**config.mk**
```make
export PLATFORM = sky130hd
export DESIGN_NAME = iac_ctrl_flat
export DESIGN_NICKNAME = d
export VERILOG_FILES = /design/src/iac_pkg.sv /design/src/iac_if.sv /design/src/iac_ctrl.sv /design/src/flat_wrapper.sv
export SDC_FILE = /design/constraint.sdc
export NUM_CORES = 1
export LEC_CHECK = 0
export BUFFER_PORTS_ARGS = -buffer_cell sky130_fd_sc_hd__buf_2
export CORE_MARGIN = 2
export CORE_UTILIZATION = 30
export DETAILED_ROUTE_END_ITERATION = 8
export PLACE_DENSITY = 0.56
export SYNTH_ARGS = -nofsm -noshare
export SYNTH_HDL_FRONTEND = slang
export SYNTH_SLANG_ARGS = --single-unit
```
**constraint.sdc**
```tcl
create_clock -name clk -period 3.43 [get_ports clk]
set_input_delay 0.1715 -clock clk [delete_from_list [all_inputs] [get_ports clk]]
set_output_delay 0.1715 -clock clk [all_outputs]
set_load 0.05 [all_outputs]
```
**src/iac_pkg.sv**
```systemverilog
// ---------------------------------------------------------------------------
// iac_pkg
// Shared constants, types and word conversions for the indexed array core.
// ---------------------------------------------------------------------------
package iac_pkg;

  // storage sizing
  localparam int CAPACITY = 1024;
  localparam int WORD_W   = 32;

  // fixed field widths of the channels
  localparam int IDX_W     = 10;
  localparam int DATA_W    = 32;
  localparam int CNT_OUT_W = 11;

  // derived widths
  localparam int ADDR_W = $clog2(CAPACITY);
  localparam int CNT_W  = $clog2(CAPACITY + 1);
  localparam int CMP_W  = (CNT_W > IDX_W) ? CNT_W : IDX_W;

  localparam logic [CMP_W-1:0] CAP_CMP = CMP_W'(CAPACITY);

  typedef enum logic [1:0] {
    OP_PUT    = 2'd0,
    OP_GET    = 2'd1,
    OP_REMOVE = 2'd2,
    OP_CLEAR  = 2'd3
  } op_t;

  typedef enum logic [2:0] {
    ST_IDLE,
    ST_GET,
    ST_FILL,
    ST_SHIFT,
    ST_RESP
  } state_t;

  typedef struct packed {
    logic              wr_en;
    logic [ADDR_W-1:0] wr_addr;
    logic [WORD_W-1:0] wr_data;
    logic              rd_en;
    logic [ADDR_W-1:0] rd_addr;
  } mem_req_t;

  typedef struct packed {
    logic                     valid;
    logic signed [DATA_W-1:0] data;
    logic [CNT_OUT_W-1:0]     count;
    logic                     status;
  } result_t;

  // input word to storage width: truncate or sign-extend
  function automatic logic [WORD_W-1:0] to_word(input logic signed [DATA_W-1:0] v);
    logic signed [63:0] wide;
    wide = 64'(v);
    return wide[WORD_W-1:0];
  endfunction

  // stored word to output width: sign-extend then truncate
  function automatic logic signed [DATA_W-1:0] from_word(input logic [WORD_W-1:0] w);
    logic signed [WORD_W-1:0] w_s;
    logic signed [63:0]       wide;
    w_s  = w;
    wide = 64'(w_s);
    return wide[DATA_W-1:0];
  endfunction

endpackage

```
**src/iac_if.sv**
```systemverilog
// ---------------------------------------------------------------------------
// iac_cmd_if / iac_rsp_if
// Valid/ready channels carrying commands into and results out of the core.
// ---------------------------------------------------------------------------
interface iac_cmd_if import iac_pkg::*; ();
  logic                     valid;
  logic                     ready;
  op_t                      op;
  logic [IDX_W-1:0]         index;
  logic signed [DATA_W-1:0] value;

  modport source (output valid, op, index, value, input ready);
  modport sink   (input valid, op, index, value, output ready);
endinterface


```
**src/iac_ctrl.sv**
```systemverilog
// ---------------------------------------------------------------------------
// iac_ctrl
// Command sequencer: range checks, count upkeep, zero-fill and shift walks.
// ---------------------------------------------------------------------------
module iac_ctrl import iac_pkg::*; (
  input  logic              clk,
  input  logic              rst,
  iac_cmd_if.sink           cmd,
  input  logic              slot_free,
  input  logic [WORD_W-1:0] rd_data,
  output mem_req_t          mem,
  output result_t           res
);

  state_t                   state, state_next;
  logic [CNT_W-1:0]         count, count_next;
  logic [ADDR_W-1:0]        ptr, ptr_next;
  logic [ADDR_W-1:0]        index_q, index_next;
  logic signed [DATA_W-1:0] data_q, data_next;
  logic                     bad_q, bad_next;

  logic              accept;
  logic [CMP_W-1:0]  idx_ext;
  logic [CMP_W-1:0]  cnt_ext;
  logic [ADDR_W-1:0] addr_in;
  logic              acc_bad;
  logic              put_grows;
  logic              remove_moves;
  logic              fill_last;
  logic              shift_more;

  assign accept  = cmd.valid && (state == ST_IDLE);
  assign idx_ext = CMP_W'(cmd.index);
  assign cnt_ext = CMP_W'(count);
  assign addr_in = ADDR_W'(cmd.index);

  always_comb begin
    unique case (cmd.op)
      OP_PUT:    acc_bad = (idx_ext >= CAP_CMP);
      OP_GET:    acc_bad = (idx_ext >= cnt_ext);
      OP_REMOVE: acc_bad = (idx_ext >= cnt_ext);
      OP_CLEAR:  acc_bad = 1'b0;
      default:   acc_bad = 1'b0;
    endcase
  end

  assign put_grows    = idx_ext > cnt_ext;
  assign remove_moves = (idx_ext + CMP_W'(1)) < cnt_ext;
  // zero-fill ends on the entry just below the written index
  assign fill_last    = ADDR_W'(ptr + ADDR_W'(1)) == index_q;
  // ptr holds the address read last cycle
  assign shift_more   = (CNT_W'(ptr) + CNT_W'(1)) < count;

  // next state
  always_comb begin
    state_next = state;
    unique case (state)
      ST_IDLE: begin
        if (accept) begin
          if (acc_bad) begin
            state_next = ST_RESP;
          end else begin
            unique case (cmd.op)
              OP_PUT:    state_next = put_grows ? ST_FILL : ST_RESP;
              OP_GET:    state_next = ST_GET;
              OP_REMOVE: state_next = remove_moves ? ST_SHIFT : ST_RESP;
              OP_CLEAR:  state_next = ST_RESP;
              default:   state_next = ST_RESP;
            endcase
          end
        end
      end
      ST_GET:   state_next = slot_free ? ST_IDLE : ST_RESP;
      ST_FILL:  state_next = fill_last ? ST_RESP : ST_FILL;
      ST_SHIFT: state_next = shift_more ? ST_SHIFT : ST_RESP;
      ST_RESP:  state_next = slot_free ? ST_IDLE : ST_RESP;
      default:  state_next = ST_IDLE;
    endcase
  end

  // outputs
  always_comb begin
    cmd.ready    = (state == ST_IDLE);
    mem.wr_en    = 1'b0;
    mem.wr_addr  = addr_in;
    mem.wr_data  = to_word(cmd.value);
    mem.rd_en    = 1'b0;
    mem.rd_addr  = addr_in;
    res.valid    = 1'b0;
    res.data     = data_q;
    res.count    = CNT_OUT_W'(count);
    res.status   = bad_q;
    unique case (state)
      ST_IDLE: begin
        mem.wr_en = accept && !acc_bad && (cmd.op == OP_PUT);
        mem.rd_en = accept && !acc_bad &&
                    ((cmd.op == OP_GET) || ((cmd.op == OP_REMOVE) && remove_moves));
        if (cmd.op == OP_REMOVE) begin
          mem.rd_addr = ADDR_W'(addr_in + ADDR_W'(1));
        end
      end
      ST_GET: begin
        res.valid = slot_free;
        res.data  = from_word(rd_data);
      end
      ST_FILL: begin
        mem.wr_en   = 1'b1;
        mem.wr_addr = ptr;
        mem.wr_data = '0;
      end
      ST_SHIFT: begin
        // write trails read by two entries, so the ports never collide
        mem.wr_en   = 1'b1;
        mem.wr_addr = ADDR_W'(ptr - ADDR_W'(1));
        mem.wr_data = rd_data;
        mem.rd_en   = shift_more;
        mem.rd_addr = ADDR_W'(ptr + ADDR_W'(1));
      end
      ST_RESP: begin
        res.valid = slot_free;
      end
      default: begin
      end
    endcase
  end

  // datapath next values
  always_comb begin
    count_next = count;
    ptr_next   = ptr;
    index_next = index_q;
    data_next  = data_q;
    bad_next   = bad_q;
    unique case (state)
      ST_IDLE: begin
        if (accept) begin
          index_next = addr_in;
          data_next  = '0;
          bad_next   = acc_bad;
          if (!acc_bad) begin
            unique case (cmd.op)
              OP_PUT: begin
                if (put_grows) begin
                  ptr_next = ADDR_W'(count);
                end else if (idx_ext == cnt_ext) begin
                  count_next = CNT_W'(idx_ext) + CNT_W'(1);
                end
              end
              OP_GET: begin
              end
              OP_REMOVE: begin
                if (remove_moves) begin
                  ptr_next = ADDR_W'(addr_in + ADDR_W'(1));
                end else begin
                  count_next = count - CNT_W'(1);
                end
              end
              OP_CLEAR: count_next = '0;
              default: begin
              end
            endcase
          end
        end
      end
      ST_GET: data_next = from_word(rd_data);
      ST_FILL: begin
        ptr_next = ADDR_W'(ptr + ADDR_W'(1));
        if (fill_last) begin
          count_next = CNT_W'(index_q) + CNT_W'(1);
        end
      end
      ST_SHIFT: begin
        if (shift_more) begin
          ptr_next = ADDR_W'(ptr + ADDR_W'(1));
        end else begin
          count_next = count - CNT_W'(1);
        end
      end
      ST_RESP: begin
      end
      default: begin
      end
    endcase
  end

  always_ff @(posedge clk) begin
    if (rst) begin
      state <= ST_IDLE;
      count <= '0;
    end else begin
      state <= state_next;
      count <= count_next;
    end
  end

  always_ff @(posedge clk) begin
    ptr     <= ptr_next;
    index_q <= index_next;
    data_q  <= data_next;
    bad_q   <= bad_next;
  end

endmodule

```
**src/flat_wrapper.sv**
```systemverilog
// flat-port wrapper written by rule: the top's interface ports become plain ports
module iac_ctrl_flat import iac_pkg::*;
  (clk, rst, slot_free, rd_data, mem, res, cmd_valid, cmd_op, cmd_index, cmd_value, cmd_ready);
  iac_cmd_if cmd_i ();
  input  logic clk;
  input  logic rst;
  input  logic slot_free;
  input  logic [WORD_W-1:0] rd_data;
  output mem_req_t mem;
  output result_t res;
  input wire logic [$bits(cmd_i.valid)-1:0] cmd_valid;
  input wire logic [$bits(cmd_i.op)-1:0] cmd_op;
  input wire logic [$bits(cmd_i.index)-1:0] cmd_index;
  input wire logic [$bits(cmd_i.value)-1:0] cmd_value;
  output wire logic [$bits(cmd_i.ready)-1:0] cmd_ready;
  assign cmd_i.valid = cmd_valid;
  assign cmd_i.op = cmd_op;
  assign cmd_i.index = cmd_index;
  assign cmd_i.value = cmd_value;
  assign cmd_ready = cmd_i.ready;
  iac_ctrl u_core (.clk(clk), .rst(rst), .cmd(cmd_i), .slot_free(slot_free), .rd_data(rd_data), .mem(mem), .res(res));
endmodule
```
# --- Word-level counts from Yosys, hierarchy flattened ---
# Cells that the tools add are included.
op_classes:
  muxes: 34
  n_addsub: 7
  eq_ne: 21
  n_reduce_logical: 18
  n_lt_le_gt_ge: 5
ops:
  columns: ["operator", "n"]
  rows:
  - ["$pmux 42 s2", 1]
  - ["$mux 11", 7]
  - ["$pmux 11 s3", 2]
  - ["$mux 32", 2]
  - ["$pmux 32 s2", 1]
  - ["$mux 10", 6]
  - ["$add 10x1->11 const B", 3]
  - ["$pmux 10 s3", 1]
  - ["$pmux 3 s4", 2]
  - ["$lt 11x11->1", 2]
  - ["$pmux 11 s2", 1]
  - ["$mux 3", 7]
  - ["$add 10x1->10 const B", 2]
  - ["$pmux 10 s2", 1]
  - ["$eq 10x11->1", 1]
  - ["$ge 10x11->1", 1]
  - ["$ge 10x11->1 const B", 1]
  - ["$gt 10x11->1", 1]
  - ["$sub 11x1->11 const B", 1]
  - ["$eq 10x10->1", 1]
  - ["$sub 10x1->10 const B", 1]
  - ["$ne 3x3->1 const B", 3]
  - ["$reduce_and 9->1", 1]
  - ["$reduce_and 7->1", 1]
  - ["22 further kinds", 35]
totals:
  out_inout_bits: 100
  word_cells: 91
  inputBits: 80
  ff_bits: 67

# --- Logic depth before layout (Yosys ltp) ---
# Gate-level depths: netlist of the first run.
depth:
  word_depth: 7
  ltp_mapped: 14
  mapped_depth_nobuf: 13

# --- Worst setup path before layout of the first run ---
# Ideal clock, no wire load.
synth_path:
  kind: "input-to-output"
  from: "in cmd_op[0]"
  to: "out mem[3] (netlist bit)"
  n_path_buf: 2
  t_required_ns: 3.259
  t_arrival_ns: 3.092
  path_stages: 6
  path_slack_ns: 0.167
  path_cell_list: "inv_1 > ha_1 > clkbuf_1 > clkbuf_1 > nand2_1 > o311ai_0"
synth_lines:
  columns: ["item", "line_no", "text"]
  rows:
  - ["start, declared", "flat_wrapper.sv:12", "input wire logic [$bits(cmd_i.op)-1:0] cmd_op;"]
  - ["end, declared", "flat_wrapper.sv:9", "output mem_req_t mem;"]

==> results of run 1 <==
## cell usage in the layout (no fill, tap or decap), types with 30 or more instances in the layout
cell type | netlist | final
nand2_1 | 123 | 123
nor2_1 | 45 | 42
o21ai_0 | 38 | 38
ha_1 | 40 | 39
and2_1 | 37 | 37
edfxtp_1 | 53 | 53
nand3_1 | 51 | 51
inv_1 | 34 | 34
buf_2 | 6 | 178
buf_4 | 4 | 30
mux2_2 | 34 | 34
## routing by layer
layer  GRT usage, %  vias to the layer above
met1           27.6                     2927
met3           3.59                       36
met2           28.8                      195
met5              0                        -
met4           7.52                        0
li1               -                     3049
## flip-flops by register name (all words and copies together), names as in the netlist
name / count
u_core.bad_q: 1
u_core.cnt_ext: 11
u_core.data_q: 32
u_core.index_q: 10
u_core.ptr: 10
u_core.state: 3
## layout make-up
| type | instances | area share, % |
|---|---|---|
| clock buffers | 10 | 2.94 |
| multi-input cells | 599 | 51.9 |
| flip-flops and latches | 67 | 24.0 |
| repair buffers | 209 | 14.4 |
| well taps | 270 | 4.33 |
| clock inverters | 6 | 0.722 |
| inverters | 35 | 1.68 |
## stage by stage
step                hold slack [ns]  utilization (%)  cells  power, mW  worst slack (ns)
global placement              0.462             36.7   1176       3.17             0.312
floorplan                     0.270                -    750       2.60             0.167
global route                  0.125             38.4   1196       4.33            0.0219
finish                        0.129             38.4   1196       4.12             0.213
CTS                           0.108             38.1   1192       4.11           0.00351
detailed placement            0.461             36.7   1176       3.17             0.238
## kinds of logic (layout without fill, tap and decap cells)
logic type                 after synthesis  count (layout)  synth area share (%)
buffers and inverters                   84             260                  5.73
muxes                                   40              40                  7.11
and+or+nand+nor                        327             327                  26.0
xor gates and xnor gates                40              40                  5.85
AOI/OAI and AO/OA                      152             152                  17.2
adders and majority gates               40              40                  8.04
DFF                                     67              67                  30.1
## power by group through the flow
| stage | Clock (mW) | Combinational, mW | Sequential, mW |
|---|---|---|---|
| final | 0.925 | 2.05 | 1.15 |
| after global routing | 0.981 | 2.19 | 1.16 |
| after CTS | 0.948 | 2.02 | 1.15 |
| after detailed placement | 0 | 2.01 | 1.16 |
| after global placement | 0 | 2.01 | 1.16 |
| after floorplan | 0 | 1.44 | 1.16 |
## repair_timing
item                       in CTS  in global routing
setup endpoints to repair       0                 12
resized for setup               0                  9
buffers inserted                0                  4
## worst reg2reg max path: cells and delay by family (launching register included)
family / cells / cell delay [ns]
flip-flops: 1 / 0.43
adder cells (fa/ha/maj): 2 / 0.57
buffers and inverters: 2 / 0.37
XOR/XNOR: 1 / 0.30
AO/OA/AOI/OAI: 5 / 0.83
AND/OR/NAND/NOR: 2 / 0.29
## how the worst max path moves through the flow
stage / from / end / slack (ns) / depth (start not counted)
floorplan: cmd_op[0] / mem[3] / 0.17 / 6
global placement: cmd_index[1] / mem[10] / 0.31 / 13
detailed placement: cmd_index[1] / u_core.ptr[2] / 0.24 / 13
CTS: u_core.ptr[1] / mem[10] / 0.004 / 12
global route: u_core.ptr[1] / mem[10] / 0.02 / 12
finish: u_core.ptr[1] / mem[10] / 0.21 / 12
==> summary.txt, run 1 <==
Setup path
  • CP cell instances: ha_2 > buf_4 > nand3_1 > xnor2_1 > ha_1 > a21oi_1 > o21ai_0 > a21oi_1 > o21ai_2 > nor2_2 > a21o_1 > clkbuf_4
  • R2R cell count: 12
  • Critical Path Source Type: flip-flop
  • Worst reg2reg startpoint: u_core.ptr[1]
  • Slowest stage cell, crit path: edfxtp_1
  • Kind of cell adding the most delay to the critical path: compound AO/OA/AOI/OAI gates
  • Req. time, crit path: 3.26 ns
  • Most frequent cell on the critical path: a21oi_1
  • Critical path arrival: about 3 ns
  • CP max FO: 5
  • Reg-to-Reg End: u_core.ptr[0]
  • Reg2Reg Setup Slack: 0.35 ns
  • Type of the worst setup path: reg2out
  • Crit-path max cell delay: 0.43 ns
  • Buf+Inv Stages, Crit Path: 2
  • Setup crit end kind: primary output

Synth
  • Post-synth cell types: 77
  • Asr flop ratio synth: 0%
  • Synth Net Count: between 800 and 900
  • Number of flops mapped to enable cells by yosys: 53
  • Synth top area share: roughly a quarter
  • Yosys reg bits: 67
  • Register area share after synthesis: between 30% and 40%
  • Synth Area per Inst: 8.30 µm²
  • Mapped Area: 0.00623 mm²
  • Top cell type by total area after synthesis: edfxtp_1
  • Top cells by count, synth: nand2_1 (123), edfxtp_1 (53), nand3_1 (51), nor2_1 (45), ha_1 (40)
  • Yosys warns: 0
  • Most frequent cell after synthesis: nand2_1
  • Ys flop type: edfxtp_1
  • Dominant cells by area after synthesis: edfxtp_1 (26%), ha_1 (8.0%), nand2_1 (7.4%)
  • Synth Instances: 750

Clock network
  • Root Driver: clkbuf_16
  • Worst-Skew Late Latency: approximately 0.34 ns
  • CTS tree: done
  • Maximum buffer depth of the clock tree: 2
  • Cts bufs inserted: 9
  • Sink Count: 67
  • Clock transition at path regs: 0.06 ns
  • CTS H-Tree Depth: 3
  • Hold-fix buffers, CTS: 0

GRT
  • Antenna violations before repair: 0
  • Vias in the first global route: between 5k and 6k
  • All-Layer GR Usage: between 10% and 20%
  • Largest net degree at the start of global routing: 65
  • First-pass GRT wire length: roughly 33 mm
  • GRT overflow: 0

STA
  • Setup_tns: 0 ns
  • Final hold viol count: 0
  • Setup violations, final: 0
  • Fmax: 0.311 GHz
  • Slew margin rel.: between 20 and 30%
  • Slew @ Worst Pin: between 1 and 1.5 ns
  • Final Cycle Share: approximately 94%
  • Worst clock skew: around 0.0037 ns
  • Final slew viol count: 0
  • RSZ-0062 raised after global routing: false
  • Minimum clock period: 3.22 ns

Route
  • Vias: between 6k and 7k
  • Average wire per cell in the routed design: roughly 18 µm
  • First-pass iteration count of the detailed router: 5
  • Antenna-violating nets left: 0
  • DR DRC count: 0
  • Uppermost routed layer: met4
  • DRT met1 WL: ~10 mm
  • Routed vias/inst: between 5 and 6
  • Drt total wl: between 20 and 25 mm
  • Met2 wire length: between 9 and 10 mm
  • DR iter-0 viols: between 400 and 500
  • WL met3: roughly 1.3 mm

Finish
  • FF/Latch Area: ~0.0019 mm²
  • Footprint of the multi-input gates: roughly 0.0040 mm²
  • Fill cell count: 2162
  • Fin area: 0.00780 mm²
  • # diodes: 0
  • Area grow syn2layout: 25.2%
  • NumNets Final: roughly 1.0k
  • Proportion of layout cells with a drive suffix above 1: between 30% and 40%

Pwr
  • Clock Power Share: between 20% and 30%
  • Leak pwr: about 3.4 nW
  • Sequential power share: between 20% and 30%
  • Peak supply drop: roughly 260 µV
  • Gate power share: between 40 and 50%
  • Internal power: ~2.2 mW
  • Switching share of power: 46.3%
  • Sw Pwr: 1.91 mW
  • P per Cell Area: between 500 and 600 mW/mm²

Floorplanning
  • Die Wd: between 100 and 150 µm
  • Core area: between 0.02 and 0.025 mm²
  • Rows: 52
  • Initial core utilization: a little over 30%
  • Total Die Area: 0.0219 mm²
  • IO Count: 180
  • Die H: roughly 150 µm

Placement
  • Input/output buffers: 179
  • DP Area: around 0.0074 mm²
  • Routability cong.: slightly above 0.9
  • Placed wire-length estimate: 16.7 mm

Min path
  • Hold Path Cell Cnt: 1
  • Hold Crit Class: in2reg
  • Hold_sp: cmd_index[0]
  • Hold path endpoint: u_core.index_q[0]

Run status
  • Outcome: finished, final reports clean

Run
  • Number of max-cap violations: 0
No activity file was read; power rests on OpenSTA's default activity.
==> run 2: changes to the inputs <==
- RECOVER_POWER: unset -> 50
==> summary.txt, run 2 (synthesized netlist as in run 1, its figures left out) <==
Finish
  • Max reg flops: 32 (unchanged)
  • Area grow syn2layout: 24.4% (was 25.2%)
  • Fill cell count: 2177 (was 2162)
  • Proportion of layout cells with a drive suffix above 1: 27.6% (was 30.6%)
  • Fin area: 0.00775 mm² (was 0.00780 mm²)
  • Most frequent cells in the layout: buf_2 (156), nand2_1 (123), edfxtp_1 (53), nand3_1 (51), nor2_1 (42) (was buf_2 (178), nand2_1 (123), edfxtp_1 (53), nand3_1 (51), nor2_1 (42))
  • Commonest non-fill, non-tap cell in the layout: buf_2 (unchanged)
  • NumNets Final: 1041 (unchanged)
  • # diodes: 0 (unchanged)
  • Most flop-heavy register: u_core.data_q (unchanged)

GRT
  • First-pass GRT wire length: 32.9 mm (unchanged)
  • Antenna violations before repair: 0 (unchanged)
  • Vias in the first global route: 5794 (unchanged)
  • All-Layer GR Usage: 19.3% (unchanged)
  • Largest net degree at the start of global routing: 65 (unchanged)
  • GRT overflow: 0 (unchanged)

STA
  • Final hold viol count: 0 (unchanged)
  • Final Cycle Share: 94.0% (was 93.8%)
  • Setup_tns: 0 ns (unchanged)
  • Worst clock skew: 0.00461 ns (was 0.00375 ns)
  • Slew margin rel.: 19.1% (was 28.1%)
  • Slew @ Worst Pin: 1.21 ns (was 1.07 ns)
  • RSZ-0062 raised after global routing: false (unchanged)
  • Setup violations, final: 0 (unchanged)
  • Minimum clock period: 3.22 ns (about the same)
  • Fmax: 0.310 GHz (was 0.311 GHz)
  • Final slew viol count: 0 (unchanged)

Clock network
  • Hold-fix buffers, CTS: 0 (unchanged)
  • CTS tree: done (unchanged)
  • Maximum buffer depth of the clock tree: 2 (unchanged)
  • Root Driver: clkbuf_16 (unchanged)
  • Clock transition at path regs: 0.06 ns (about the same)
  • Cts bufs inserted: 9 (unchanged)
  • CTS H-Tree Depth: 3 (unchanged)
  • Worst-Skew Late Latency: 0.34 ns (about the same)
  • Sink Count: 67 (unchanged)

Route
  • First-pass iteration count of the detailed router: 6 (was 5)
  • DR DRC count: 0 (unchanged)
  • Routed vias/inst: 5.21 (was 5.19)
  • Average wire per cell in the routed design: 18.3 µm (about the same)
  • Vias: 6234 (was 6207)
  • Drt total wl: 21.8 mm (about the same)
  • Antenna-violating nets left: 0 (unchanged)
  • DR iter-0 viols: 459 (was 497)

Floorplanning
  • Core area: 0.0203 mm² (unchanged)
  • Die H: 148 µm (unchanged)
  • Initial core utilization: 30.7% (unchanged)
  • Total Die Area: 0.0219 mm² (unchanged)
  • IO Count: 180 (unchanged)
  • Die Wd: 148 µm (unchanged)
  • Rows: 52 (unchanged)

Pwr
  • Post-layout total power: 4.11 mW (was 4.12 mW)
  • Peak supply drop: 264 µV (was 262 µV)
  • Leak pwr: 3.32 nW (was 3.42 nW)
  • P per Cell Area: 530 mW/mm² (was 528 mW/mm²)

Setup path
  • Critical path arrival: 3.05 ns (about the same)
  • Setup crit end kind: primary output (unchanged)
  • CP startpoint: u_core.ptr[1] (unchanged)
  • Critical Path Source Type: flip-flop (unchanged)
  • Type of the worst setup path: reg2out (unchanged)
  • Worst reg2reg startpoint: u_core.ptr[1] (unchanged)
  • Req. time, crit path: 3.26 ns (about the same)
  • CP max FO: 5 (unchanged)

Min path
  • Hold Crit Class: in2reg (unchanged)
  • Hold_sp: rd_data[30] (was cmd_index[0])

Run
  • Number of max-cap violations: 0 (unchanged)

Placement
  • Routability cong.: 0.910 (unchanged)
  • Input/output buffers: 179 (unchanged)
  • DP Area: 0.00745 mm² (unchanged)
  • Placed wire-length estimate: 16.7 mm (unchanged)

Run status
  • Outcome: finished, final reports clean (unchanged)
run 2: where the power goes:
group	total, mW	switching [mW]	internal (mW)
combinational	2.03	1.42	0.608
clock	0.929	0.372	0.557
sequential	1.15	0.115	1.03
total	4.11	1.91	2.20
run 2: cell type report:
class,count,area (µm²),share of cell area [%]
clock inverters,6,56.3,0.727
well taps,270,338,4.36
flip-flops and latches,67,1870,24.2
clock buffers,10,229,2.95
inverters,35,131,1.70
multi-input cells,599,4030,52.0
repair buffers,209,1090,14.0
run 2: through the flow:
step	setup WS, ns	instances	hold WS, ns	utilization [%]
floorplan	0.167	750	0.270	-
CTS	0.00351	1192	0.108	38.1
detailed placement	0.238	1176	0.461	36.7
global placement	0.312	1176	0.462	36.7
global route	0.0215	1196	0.125	38.2
finish	0.207	1196	0.132	38.2
run 2: worst max-delay path, stage by stage (launching register included):
cell	delay, ns
edfxtp_1	0.43
ha_2	0.26
nand4_2	0.16
nor2_2	0.18
xor2_2	0.23
ha_1	0.28
a21o_1	0.18
a21o_1	0.17
a21oi_1	0.17
o21ai_2	0.14
nor2_2	0.18
a21o_1	0.11
clkbuf_4	0.22
run 2: routing by layer:
layer	up-vias	GRT usage [%]	part of all wire [%]
met1	2933	27.6	46
met3	41	3.59	6.3
li1	3051	-	-
met2	209	28.8	45
met5	-	0	0
met4	0	7.52	3.1
run 2: timing repair:
item	CTS	global route
endpoints found under the setup margin	0	12
buffers inserted	0	4
gates resized for setup	0	9
run 2: final timing paths:
path / to / slack, ns / cells past startpoint
hold reg to reg: u_core.cnt_ext[2] / 0.60 / 2
setup / recovery: mem[10] / 0.21 / 12
hold / removal: u_core.data_q[30] / 0.13 / 2
setup reg to reg: u_core.ptr[0] / 0.35 / 12
==> run 3: changes to the inputs <==
- CORE_UTILIZATION: 30 -> 54
- PLACE_DENSITY: 0.56 -> 0.88
==> summary.txt, run 3 (synthesized netlist as in run 1, its figures left out) <==
STA
  • Slew margin rel.: 26.4% (was 19.1%)
  • Final Cycle Share: 94.9% (was 94.0%)
  • Setup_tns: 0 ns (unchanged)
  • Final slew viol count: 0 (unchanged)
  • Worst clock skew: 0.0103 ns (was 0.00461 ns)
  • Setup violations, final: 0 (unchanged)
  • RSZ-0062 raised after global routing: false (unchanged)
  • Fmax: 0.307 GHz (was 0.310 GHz)
  • Final hold viol count: 0 (unchanged)
  • Slew @ Worst Pin: 1.10 ns (was 1.21 ns)
  • Minimum clock period: 3.26 ns (was 3.22 ns)

Finish
  • Commonest non-fill, non-tap cell in the layout: buf_2 (unchanged)
  • Max reg flops: 32 (unchanged)
  • Proportion of layout cells with a drive suffix above 1: 26.9% (was 27.6%)
  • Fin area: 0.00757 mm² (was 0.00775 mm²)
  • Most frequent cells in the layout: buf_2 (158), nand2_1 (123), edfxtp_1 (53), nand3_1 (51), nor2_1 (43) (was buf_2 (156), nand2_1 (123), edfxtp_1 (53), nand3_1 (51), nor2_1 (42))
  • Area grow syn2layout: 21.6% (was 24.4%)
  • Most flop-heavy register: u_core.data_q (unchanged)
  • Fill cell count: 981 (was 2177)
  • # diodes: 0 (unchanged)
  • NumNets Final: 1037 (was 1041)

GRT
  • First-pass GRT wire length: 30.4 mm (was 32.9 mm)
  • Met3 Track Usage GR: 5.44% (was 3.59%)
  • Met1 GRT Util: 43.2% (was 27.6%)
  • Grt met2 use: 48.1% (was 28.8%)
  • GR peak layer: met2 (unchanged)
  • Largest net degree at the start of global routing: 66 (was 65)
  • All-Layer GR Usage: 30.7% (was 19.3%)
  • Vias in the first global route: 5817 (was 5794)
  • Antenna violations before repair: 0 (unchanged)
  • GRT overflow: 0 (unchanged)

Clock network
  • Maximum buffer depth of the clock tree: 2 (unchanged)
  • Sink Count: 67 (unchanged)
  • Clock transition at path regs: 0.07 ns (was 0.06 ns)
  • Worst-Skew Late Latency: 0.34 ns (about the same)
  • CTS H-Tree Depth: 3 (unchanged)
  • Root Driver: clkbuf_16 (unchanged)
  • Hold-fix buffers, CTS: 0 (unchanged)
  • CTS tree: done (unchanged)
  • Cts bufs inserted: 9 (unchanged)

Setup path
  • Type of the worst setup path: reg2out (unchanged)
  • Setup crit end kind: primary output (unchanged)
  • CP max FO: 8 (was 5)
  • Req. time, crit path: 3.26 ns (about the same)
  • Critical Path Source Type: flip-flop (unchanged)
  • Critical path arrival: 3.08 ns (was 3.05 ns)

Route
  • DR DRC count: 0 (unchanged)
  • Routed vias/inst: 6.04 (was 5.21)
  • Vias: 6434 (was 6234)
  • Drt total wl: 19.6 mm (was 21.8 mm)
  • First-pass iteration count of the detailed router: 6 (unchanged)
  • Average wire per cell in the routed design: 18.4 µm (was 18.3 µm)
  • DR iter-0 viols: 742 (was 459)
  • Antenna-violating nets left: 0 (unchanged)

Pwr
  • P per Cell Area: 545 mW/mm² (was 530 mW/mm²)
  • Peak supply drop: 329 µV (was 264 µV)
  • Gate power share: 48.2% (was 49.5%)
  • Internal power: 2.21 mW (was 2.20 mW)
  • Leak pwr: 3.31 nW (was 3.32 nW)
  • Sw Pwr: 1.91 mW (about the same)
  • Clock Power Share: 23.7% (was 22.6%)
  • Switching share of power: 46.4% (was 46.5%)
  • Sequential power share: 28.2% (was 27.9%)

Floorplanning
  • Rows: 39 (was 52)
  • Die Wd: 111 µm (was 148 µm)
  • Core area: 0.0113 mm² (was 0.0203 mm²)
  • Initial core utilization: 55.0% (was 30.7%)
  • IO Count: 180 (unchanged)
  • Die H: 111 µm (was 148 µm)
  • Total Die Area: 0.0124 mm² (was 0.0219 mm²)

Run status
  • Outcome: finished, final reports clean (unchanged)

Placement
  • Routability cong.: 1.01 (was 0.910)
  • DP Area: 0.00727 mm² (was 0.00745 mm²)
  • Placed wire-length estimate: 14.9 mm (was 16.7 mm)
  • Input/output buffers: 179 (unchanged)

Min path
  • Hold Crit Class: in2reg (unchanged)

Run
  • Number of max-cap violations: 0 (unchanged)
[run 3: power groups by stage]
| stage | registers [mW] | clock network [mW] | logic, mW |
|---|---|---|---|
| finish | 1.16 | 0.975 | 1.99 |
| global route | 1.18 | 1.01 | 2.11 |
| CTS | 1.16 | 0.979 | 1.96 |
| detailed placement | 1.17 | 0 | 1.95 |
| global placement | 1.17 | 0 | 1.94 |
| floorplan | 1.16 | 0 | 1.44 |
[run 3: metrics by stage]
step	worst slack [ns]	hold slack [ns]	std cells	power, mW	util [%]
after floorplan	0.167	0.270	750	2.60	-
after global placement	0.345	0.467	1045	3.11	64.2
after detailed placement	0.250	0.464	1045	3.12	64.2
after CTS	0.0775	0.119	1061	4.10	67.0
after global routing	0.0130	0.139	1065	4.30	66.9
final	0.174	0.137	1065	4.12	66.9
[run 3: per-layer routing]
metal / wire length (µm) / vias to the layer above
li1: - / 3041
met5: 0 / -
met4: 484 / 0
met1: 8170 / 2979
met3: 1920 / 45
met2: 9030 / 369
[run 3: area by class of cell]
type | instances | area (µm²) | share of cell area, %
multi-input cells | 599 | 4010 | 53.0
flip-flops and latches | 67 | 1870 | 24.7
repair buffers | 205 | 1070 | 14.1
clock buffers | 9 | 225 | 2.98
well taps | 143 | 179 | 2.36
inverters | 35 | 131 | 1.74
clock inverters | 7 | 83.8 | 1.11
[run 3: what timing repair did]
| action | in CTS | in global routing |
|---|---|---|
| resized for setup | 0 | 3 |
| setup endpoints to repair | 0 | 1 |
| buffers inserted | 0 | 4 |
[run 3: path summary, 6_finish.rpt]
path                           from           endpoint  slack [ns]  cells after the start
setup reg to reg      u_core.ptr[6]      u_core.ptr[2]        0.30                     11
hold / removal          rd_data[14]  u_core.data_q[14]        0.14                      2
setup / recovery      u_core.ptr[6]            mem[10]        0.17                     11
hold reg to reg   u_core.cnt_ext[3]  u_core.cnt_ext[3]        0.54                      2
[run 3: critical path, stage by stage (launching register included)]
cell      delay (ns)
edfxtp_1        0.52
and4_1          0.29
and2_4          0.18
and3_1          0.19
xor2_1          0.27
ha_1            0.31
a21o_1          0.16
a21oi_1         0.13
o21ai_1         0.17
nor2_2          0.18
a21o_1          0.10
buf_2           0.25
